File: config.mk
export PLATFORM = sky130hd
export DESIGN_NAME = keyed_counter_table
export DESIGN_NICKNAME = d
export VERILOG_FILES = /design/src/kct_pkg.sv /design/src/kct_lookup.sv /design/src/keyed_counter_table.sv
export SDC_FILE = /design/constraint.sdc
export NUM_CORES = 1
export LEC_CHECK = 0
export BUFFER_PORTS_ARGS = -buffer_cell sky130_fd_sc_hd__buf_4
export CORE_MARGIN = 4
export CORE_UTILIZATION = 35
export CTS_CLUSTER_SIZE = 40
export DETAILED_ROUTE_END_ITERATION = 16
export GPL_TIMING_DRIVEN = 0
export PLACE_DENSITY_LB_ADDON = 0.05
export SETUP_SLACK_MARGIN = 0.5
export SLEW_MARGIN = 20
export SYNTH_ARGS = -nofsm -noshare
export SYNTH_HDL_FRONTEND = slang
export SYNTH_SLANG_ARGS = --single-unit
File: constraint.sdc
create_clock -name clk -period 15.1 [get_ports clk]
set_input_delay 3.775 -clock clk [delete_from_list [all_inputs] [get_ports clk]]
set_output_delay 3.775 -clock clk [all_outputs]
set_load 0.02 [all_outputs]
File: src/kct_pkg.sv
// ----------------------------------------------------------------------------
// kct_pkg
// Shared sizes, codes and types of the keyed counter table.
// ----------------------------------------------------------------------------
package kct_pkg;

	localparam int ENTRIES = 16;
	localparam int KEY_W   = 15;
	localparam int CNT_W   = 8;
	localparam int TOTAL_W = 12;

	typedef enum logic [1:0] {
		ST_UPDATED   = 2'd0,
		ST_ALLOCATED = 2'd1,
		ST_FULL      = 2'd2,
		ST_CLEARED   = 2'd3
	} status_t;

	typedef enum logic {
		KIND_ADD   = 1'b0,
		KIND_CLEAR = 1'b1
	} kind_t;

	// Result of one table search: one-hot hit, one-hot free-entry grant and
	// the count held by the hit entry (zero when there is no hit).
	typedef struct packed {
		logic [ENTRIES-1:0] hit;
		logic [ENTRIES-1:0] grant;
		logic [CNT_W-1:0]   old_count;
	} lookup_t;

endpackage

File: src/kct_lookup.sv
// ----------------------------------------------------------------------------
// kct_lookup
// Parallel key compare and lowest-free-entry pick over the whole table.
// ----------------------------------------------------------------------------
module kct_lookup (
	input  logic [kct_pkg::KEY_W-1:0]   key,
	input  logic [kct_pkg::ENTRIES-1:0] entry_valid,
	input  logic [kct_pkg::KEY_W-1:0]   entry_key   [kct_pkg::ENTRIES],
	input  logic [kct_pkg::CNT_W-1:0]   entry_count [kct_pkg::ENTRIES],
	output kct_pkg::lookup_t            result
);
	import kct_pkg::*;

	logic [ENTRIES-1:0] free_vec;
	logic [ENTRIES-1:0] hit_vec;
	logic [CNT_W-1:0]   old_count;

	// Keys of valid entries are unique, so at most one hit bit is set.
	always_comb begin
		hit_vec   = '0;
		old_count = '0;
		for (int i = 0; i < ENTRIES; i++) begin
			hit_vec[i] = entry_valid[i] && (entry_key[i] == key);
			old_count  = old_count | (entry_count[i] & {CNT_W{hit_vec[i]}});
		end
	end

	// Isolate the lowest set bit of the free vector.
	assign free_vec = ~entry_valid;

	assign result.hit       = hit_vec;
	assign result.grant     = free_vec & (~free_vec + ENTRIES'(1));
	assign result.old_count = old_count;

endmodule

File: src/keyed_counter_table.sv
// ----------------------------------------------------------------------------
// keyed_counter_table
// Associative table of per-key 8-bit counters with a running total.
// ----------------------------------------------------------------------------
// A result strobes on done once its item has passed the input register and
// the result register. Throughput: one item per cycle; busy is never raised,
// because the search, the update of the table and the total all settle
// between the input register and the result register.
// Reset: arst_n empties every entry, zeroes the total and drops done.
// The receiver cannot stall, so no result is ever held back.
module keyed_counter_table (
	input  logic                        clk,
	input  logic                        arst_n,
	input  logic                        start,
	output logic                        busy,
	input  logic                        kind,
	input  logic [kct_pkg::KEY_W-1:0]   key,
	input  logic [kct_pkg::CNT_W-1:0]   increment,
	output logic                        done,
	output logic [kct_pkg::CNT_W-1:0]   count,
	output logic [1:0]                  status,
	output logic [kct_pkg::TOTAL_W-1:0] total
);
	import kct_pkg::*;

	localparam int PAD_W = TOTAL_W - CNT_W;

	// Input register: the accepted item.
	logic               valid_s1;
	kind_t              kind_s1;
	logic [KEY_W-1:0]   key_s1;
	logic [CNT_W-1:0]   inc_s1;

	// Table state. Keys and counts are only read while their entry is valid,
	// so they carry no reset.
	logic [ENTRIES-1:0] valid_q;
	logic [KEY_W-1:0]   key_q   [ENTRIES];
	logic [CNT_W-1:0]   count_q [ENTRIES];
	logic [TOTAL_W-1:0] total_q;

	// Result register.
	logic               done_s2;
	logic [CNT_W-1:0]   count_s2;
	status_t            status_s2;
	logic [TOTAL_W-1:0] total_s2;

	lookup_t            look;
	logic               is_hit;
	logic               has_free;
	logic [CNT_W-1:0]   new_count;
	logic [CNT_W-1:0]   res_count;
	status_t            res_status;
	logic [TOTAL_W-1:0] next_total;

	// Nothing in the datapath ever needs to hold an item back.
	assign busy = 1'b0;

	always_ff @(posedge clk or negedge arst_n) begin
		if (!arst_n) begin
			valid_s1 <= 1'b0;
		end else begin
			valid_s1 <= start && !busy;
		end
	end

	always_ff @(posedge clk) begin
		if (start && !busy) begin
			kind_s1 <= kind_t'(kind);
			key_s1  <= key;
			inc_s1  <= increment;
		end
	end

	kct_lookup u_lookup (
		.key         (key_s1),
		.entry_valid (valid_q),
		.entry_key   (key_q),
		.entry_count (count_q),
		.result      (look)
	);

	assign is_hit    = |look.hit;
	assign has_free  = |look.grant;
	assign new_count = look.old_count + inc_s1;

	// Decide the outcome of the item in the input register. The total is
	// updated incrementally: a hit swaps the old count for the new one, an
	// allocation adds the increment. With no hit and no free entry the item
	// reports a full table and the total stays as it is; a clear zeroes it.
	always_comb begin
		res_count  = '0;
		res_status = ST_FULL;
		next_total = total_q;
		priority if (kind_s1 == KIND_CLEAR) begin
			res_status = ST_CLEARED;
			next_total = '0;
		end else if (is_hit) begin
			res_count  = new_count;
			res_status = ST_UPDATED;
			next_total = total_q - {{PAD_W{1'b0}}, look.old_count}
			             + {{PAD_W{1'b0}}, new_count};
		end else if (has_free) begin
			res_count  = inc_s1;
			res_status = ST_ALLOCATED;
			next_total = total_q + {{PAD_W{1'b0}}, inc_s1};
		end else begin
			res_status = ST_FULL;
		end
	end

	// Valid bits and the running total: a clear empties the whole table at once.
	always_ff @(posedge clk or negedge arst_n) begin
		if (!arst_n) begin
			valid_q <= '0;
			total_q <= '0;
		end else if (valid_s1) begin
			total_q <= next_total;
			if (kind_s1 == KIND_CLEAR) begin
				valid_q <= '0;
			end else if (!is_hit) begin
				valid_q <= valid_q | look.grant;
			end
		end
	end

	// Entry payload: the hit entry takes its new count, or the granted free
	// entry takes the key and the increment.
	always_ff @(posedge clk) begin
		if (valid_s1 && kind_s1 == KIND_ADD) begin
			for (int i = 0; i < ENTRIES; i++) begin
				if (look.hit[i]) begin
					count_q[i] <= new_count;
				end else if (!is_hit && look.grant[i]) begin
					key_q[i]   <= key_s1;
					count_q[i] <= inc_s1;
				end
			end
		end
	end

	always_ff @(posedge clk or negedge arst_n) begin
		if (!arst_n) begin
			done_s2 <= 1'b0;
		end else begin
			done_s2 <= valid_s1;
		end
	end

	always_ff @(posedge clk) begin
		if (valid_s1) begin
			count_s2  <= res_count;
			status_s2 <= res_status;
			total_s2  <= next_total;
		end
	end

	assign done   = done_s2;
	assign count  = count_s2;
	assign status = status_s2;
	assign total  = total_s2;

endmodule
After elaboration in Yosys (flattened, before gate mapping)
Cells that the tools add are included.

Equal/unequal tests: 17. Multiply operators: 0. Shifts and indexed selects: 0. Reductions and logical operators: 85. Add/sub/neg operators: 5. Divide/modulo/power cells: 0. Mux-type cells: 41. Bitwise operators: 52. Magnitude comparators: 0.

Operators by type and width (number): 2-to-1 mux 8 bit (34); equality test 15 bit (16); AND 8 bit (16); OR 8 bit (15); AND reduction 3 bit (16); 2-to-1 mux 12 bit (3); AND reduction 2 bit (17); logical AND 1 bit (33); 2-to-1 mux 16 bit (2); inverter 16 bit (2); nonzero test 2 bit (16); OR reduction 16 bit (2); adder 12 x 8 -> 12 bit (2); inverter 1 bit (17); adder 16 x 1 -> 16 bit, second input constant (1); AND 16 bit (1); OR 16 bit (1); subtractor 12 x 8 -> 12 bit (1); adder 8 bit (1); 2-to-1 mux 2 bit (2); != test 2 bit, second input constant (1); logical NOT 1 bit (1).

Logic and storage cells: 242. Memories: 0. ROM bits: 0. Bits in writable memories: 0. Input bits: 27. Output and inout bits: 24. Register bits after elaboration: 444. Latch bits: 0.

Logic depth before layout (Yosys ltp)
Word-level depth: 22. Depth in mapped cells: 28. Gate-level depth less buffers: 24.

Modules after synthesis
A second synthesis with hierarchy kept.

Cell total of the unflattened synthesis: 1454. Area total of the unflattened synthesis: 21390.5 µm².

By module, submodules not included: keyed_counter_table (sequential area each 13182.6 µm², area each 17346.6 µm², cells each 1004, times used 1); kct_lookup (sequential area each 0.0 µm², area each 4043.9 µm², cells each 450, times used 1).

Worst setup path after synthesis
OpenSTA, ideal clock, no wires.

Path kind: reg-to-reg. From: reg key_s1[7]. To: reg total_s2[10] (netlist: total[10]), data pin. Buffers on the path: 4. Setup slack: 8552 ps. Data required time: 14844 ps. Arrival time: 6293 ps. Cell stages (with the launch flop): 27. Period minus slack after synthesis: 6548 ps. Path through: edfxtp_1 buf_2 buf_4 xor2_1 nor4_1 nand2_1 nor4b_1 buf_2 a22oi_1 and3_1 nand3_1 ha_1 a21o_1 a21oi_1 o21bai_1 a21oi_1 o21ai_0 xnor2_2 buf_2 xor2_1 fa_1 ha_1 a2111oi_0 o31ai_1 a21oi_1 xnor2_1 o211a_1.

Cells in the longest elaborated chain, start to end: 22. Elaborated cells between the ends (all ways): 69. Classes of those cells: 3 x add/sub; 16 x eq/ne; 2 x mux; 31 x bitwise; 17 x reduce/logical.

RTL lines: start, declared (line keyed_counter_table.sv:31) `logic [KEY_W-1:0] key_s1;`; start signal, assigned (line keyed_counter_table.sv:69) `key_s1 <= key;`; equality test 15 bit (line kct_lookup.sv:23) `hit_vec[i] = entry_valid[i] && (entry_key[i] == key);`; logical AND 1 bit (line kct_lookup.sv:23); AND 8 bit (line kct_lookup.sv:24) `old_count = old_count | (entry_count[i] & {CNT_W{hit_vec[i]}});`; OR 8 bit (15 in series) (line kct_lookup.sv:24); subtractor 12 x 8 -> 12 bit or adder 8 bit (tied branches) (line keyed_counter_table.sv:100, keyed_counter_table.sv:84); adder 12 x 8 -> 12 bit (line keyed_counter_table.sv:101) `+ {{PAD_W{1'b0}}, new_count};`; 2-to-1 mux 12 bit * (line keyed_counter_table.sv:97) `end else if (is_hit) begin`; 2-to-1 mux 12 bit * (line keyed_counter_table.sv:94) `priority if (kind_s1 == KIND_CLEAR) begin`; named net next_total[10] (line keyed_counter_table.sv:53) `logic [TOTAL_W-1:0] next_total;`; end signal, assigned (line keyed_counter_table.sv:153) `total_s2 <= next_total;`; end, declared (line keyed_counter_table.sv:45) `logic [TOTAL_W-1:0] total_s2;`.

The timed path passes the listed nets; every way through them passes the cells marked *. A chain may end at the register's enable or synchronous reset.

Worst setup path after layout
From: reg key_s1[13]. To: reg total_s2[10] (netlist: total[10]), data pin.

Same word-level chain as after synthesis.

==> impl_metrics.py <==
metrics = {
    "run_status": {
        "status": "finished clean",
    },
    "sta": {
        "setup_tns_ns": 0,
        "slew_violations": 0,
        "fin_skew_ns": 0.02863,
        "setup_viol": 0,
        "max_freq_ghz": 0.1026,
        "period_share": 0.6453,
        "slew_headroom": 0.2841,
        "rsz0062_at_grt": "no",
        "hold_viol_final": 0,
        "worst_pin_slew_ns": 1.064,
        "fin_crit_ns": 9.744,
    },
    "die": {
        "rows": 90,
        "start_util": 0.3548,
        "die_area_sq_um": 65450,
        "fp.dieW_um": 255.8,
        "die_h_um": 255.8,
        "ios": 51,
        "coreArea_sq_um": 60580,
    },
    "worst_setup_path": {
        "cp-end-kind": "flip-flop",
        "critPathMaxFanout": 17,
        "required_ns": 15.44,
        "crit_arrival_ns": 10.08,
        "path_class": "reg2reg",
        "cp-start-kind": "flip-flop",
    },
    "logic_synthesis": {
        "synth_area_per_cell_sq_um": 12.93,
        "yosys_register_bits": 444,
        "syn_area_sq_um": 21500,
        "synth-main-ff-cell": "edfxtp_1",
        "yosys_warnings": 0,
        "postSynthCellCount": 1662,
        "yosys.cell_types.count": 69,
        "synth_area_leaders": "edfxtp_1 58%, xnor2_1 8.0%, mux2_2 3.9%",
        "synth.largest_area_cell": "edfxtp_1",
        "yosysSeqAreaShare": 0.6132,
        "synth_nets": 1726,
        "netlist.area_leader.share": 0.5783,
        "synth_edf_count": 414,
        "async_reset_ff_frac": 0.06757,
    },
    "routing": {
        "routed_wl_um": 69160,
        "post_drt_wl_per_cell_um": 26.50,
        "ant_nets": 0,
        "viasPerCell": 5.375,
        "dr.pass1.iters": 7,
        "route.detailed.drc": 0,
        "vias": 14030,
        "drt_iter0_drc": 1138,
    },
    "power_and_ir_drop": {
        "p_int_mw": 2.284,
        "power.density_nw_per_um2": 126.0,
        "ir_drop_mv": 0.09481,
        "p_seq_frac": 0.464,
        "leakagePower_nw": 8.325,
        "clockPowerShare": 0.383,
        "totalPowerFinal_mw": 3.128,
        "p_switching_mw": 0.8445,
        "p_comb_frac": 0.152,
        "switching_share": 0.2699,
    },
    "clocking": {
        "numCtsBuffers": 52,
        "cts_sinks": 444,
        "clk_pin_slew_ns": 0.06,
        "post_cts.repair.setup_buffers": 0,
        "cts_tree": "yes",
        "cts-root-buf": "clkbuf_16",
        "ctsResizeCount": 0,
        "cts_hold_buf": 0,
        "clk_latency_ns": 0.61,
        "clock_path_buffers": 3,
        "htreeDepth": 2,
    },
    "final_layout": {
        "stdcell_count": 2610,
        "antenna-diode-count": 0,
        "syn_to_final_growth_pct": 15.47,
        "fin_nets": 1853,
        "drive_gt1_frac": 0.1636,
        "post-route-util": 0.4097,
    },
    "global_route": {
        "grt_pass1_wl_um": 100300,
        "overflow": 0,
        "antenna_found_initial": 1,
        "grt_max_degree": 31,
        "first_global_vias": 14120,
        "grt_usage": 0.2075,
    },
    "placed_design": {
        "io_buffers": 49,
        "finalWeightedCongestion": 0.8739,
        "dp_hpwl_um": 49410,
        "dpl.cell_count": 2517,
    },
    "worst_hold_path": {
        "hp-class": "reg2reg",
    },
    "job": {
        "maxCapViolations": 0,
    },
}
-- state kept, by name, summed over array words and instances, names as in the netlist --
signal	cells
count	8
count_q	128
done	1
inc_s1	8
key_q	240
key_s1	15
kind_s1	1
status	2
total	12
total_q	12
valid_q	16
valid_s1	1
-- metal layers --
| metal | share of wire | track usage |
|---|---|---|
| met5 | 0 | 0 |
| met4 | 0.030 | 0.06415 |
| met3 | 0.045 | 0.02711 |
| met2 | 0.48 | 0.3518 |
| met1 | 0.44 | 0.2787 |
-- through the flow --
stage	hold slack [ns]	instance area, sq um	worst slack, ns
global route	0.5545	24820	4.798
CTS	0.5360	24820	5.257
global placement	0.5124	22840	4.364
detailed placement	0.5241	23220	5.310
floorplan	0.4816	21500	8.552
finish	0.5423	24820	5.356
-- critical path: stages, from the launching register on --
cell	delay, ns
edfxtp_1	0.99
buf_2	0.48
buf_4	0.34
xor2_1	0.11
nor4_1	0.90
nand2_1	0.17
nor3_2	0.68
clkbuf_1	0.53
a22oi_1	0.22
nand4_1	0.15
ha_1	0.34
fa_1	0.27
xor2_1	0.70
clkbuf_1	0.69
fa_1	0.55
ha_1	0.34
a21o_1	0.18
a21oi_1	0.23
o21bai_1	0.12
a2111oi_0	0.71
o31ai_1	0.16
a21oi_1	0.21
xnor2_1	0.13
o211a_1	0.25
-- logic make-up (layout without fill, tap and decap cells) --
| logic type | after synthesis | after routing | synth area share |
|---|---|---|---|
| adders and majority gates | 37 | 37 | 0.02503 |
| AOI/OAI and AO/OA | 177 | 177 | 0.05902 |
| and+or+nand+nor | 524 | 524 | 0.1216 |
| buffers and inverters | 124 | 290 | 0.02718 |
| DFF | 444 | 444 | 0.6132 |
| xor gates and xnor gates | 279 | 279 | 0.1140 |
| muxes | 76 | 76 | 0.03970 |
| other | 1 | 1 | 0.0001744 |
-- cell usage after synthesis, drive strengths merged, types with 16 or more instances --
master,n
a22oi,40
xor2,82
nor3,19
mux2,74
o21ai,18
nand2,219
clkbuf,52
xnor2,197
ha,27
a222oi,16
inv,28
nand3,30
nand4,65
and3,27
buf,43
dfrtp,30
edfxtp,414
a21oi,40
nor2,68
nor4,39
-- power by group through the flow --
stage               Clock, mW  Sequential (mW)  Combinational [mW]
floorplan                   0             1.46               0.336
global placement            0             1.48               0.469
detailed placement          0             1.48               0.476
CTS                      1.23             1.46               0.479
global route             1.29             1.46               0.531
finish                   1.20             1.45               0.477
-- final cells by class --
| cell class | instances | area (sq um) |
|---|---|---|
| clock buffers | 65 | 1371 |
| inverters | 29 | 108.9 |
| clock inverters | 28 | 232.7 |
| well taps | 782 | 978.4 |
| plain buffers | 95 | 475.5 |
| fillers | 5788 | 35760 |
| repair buffers | 73 | 576.8 |
| multi-input cells | 1094 | 7895 |
| flip-flops and latches | 444 | 13180 |
-- worst paths after layout --
check / startpoint / to / slack (ns) / cells past startpoint
max in group asynchronous: arst_n / valid_s1 / 11.65 / 1
max reg2reg: key_s1[13] / total[10] / 5.36 / 23
min: total_q[0] / total_q[0] / 0.54 / 2
max: key_s1[13] / total[10] / 5.36 / 23
min reg2reg: total_q[0] / total_q[0] / 0.54 / 2
min in group asynchronous: arst_n / valid_q[0] / 3.11 / 1
-- placed cells by master (no fill, tap or decap), types with 5 or more instances in the layout --
cell type  instances
dfrtp_1           29
nor2_2             8
and4_1             6
mux2_2            74
fa_1              10
and3_1            27
o21ai_0           15
nor3_2             6
xor2_1            82
ha_1              27
nand4_1           65
edfxtp_1         414
o211ai_1           5
buf_2             22
clkbuf_16         53
a22oi_1           40
a21oi_1           37
nor4_2             7
nor3_1            13
nor2_1            60
clkinv_1          16
or4_1             14
xnor2_1          195
nand3_1           30
nor4_1            28
nand4b_1          11
a31oi_1            6
buf_4             79
inv_1             28
a222oi_1          16
nand2_1          218
o21bai_1           5
a21o_1             6
clkinv_2           8
clkbuf_1          64
buf_6             10
a211oi_1           5
or3_1              8
(Power assumes the default switching activity.)
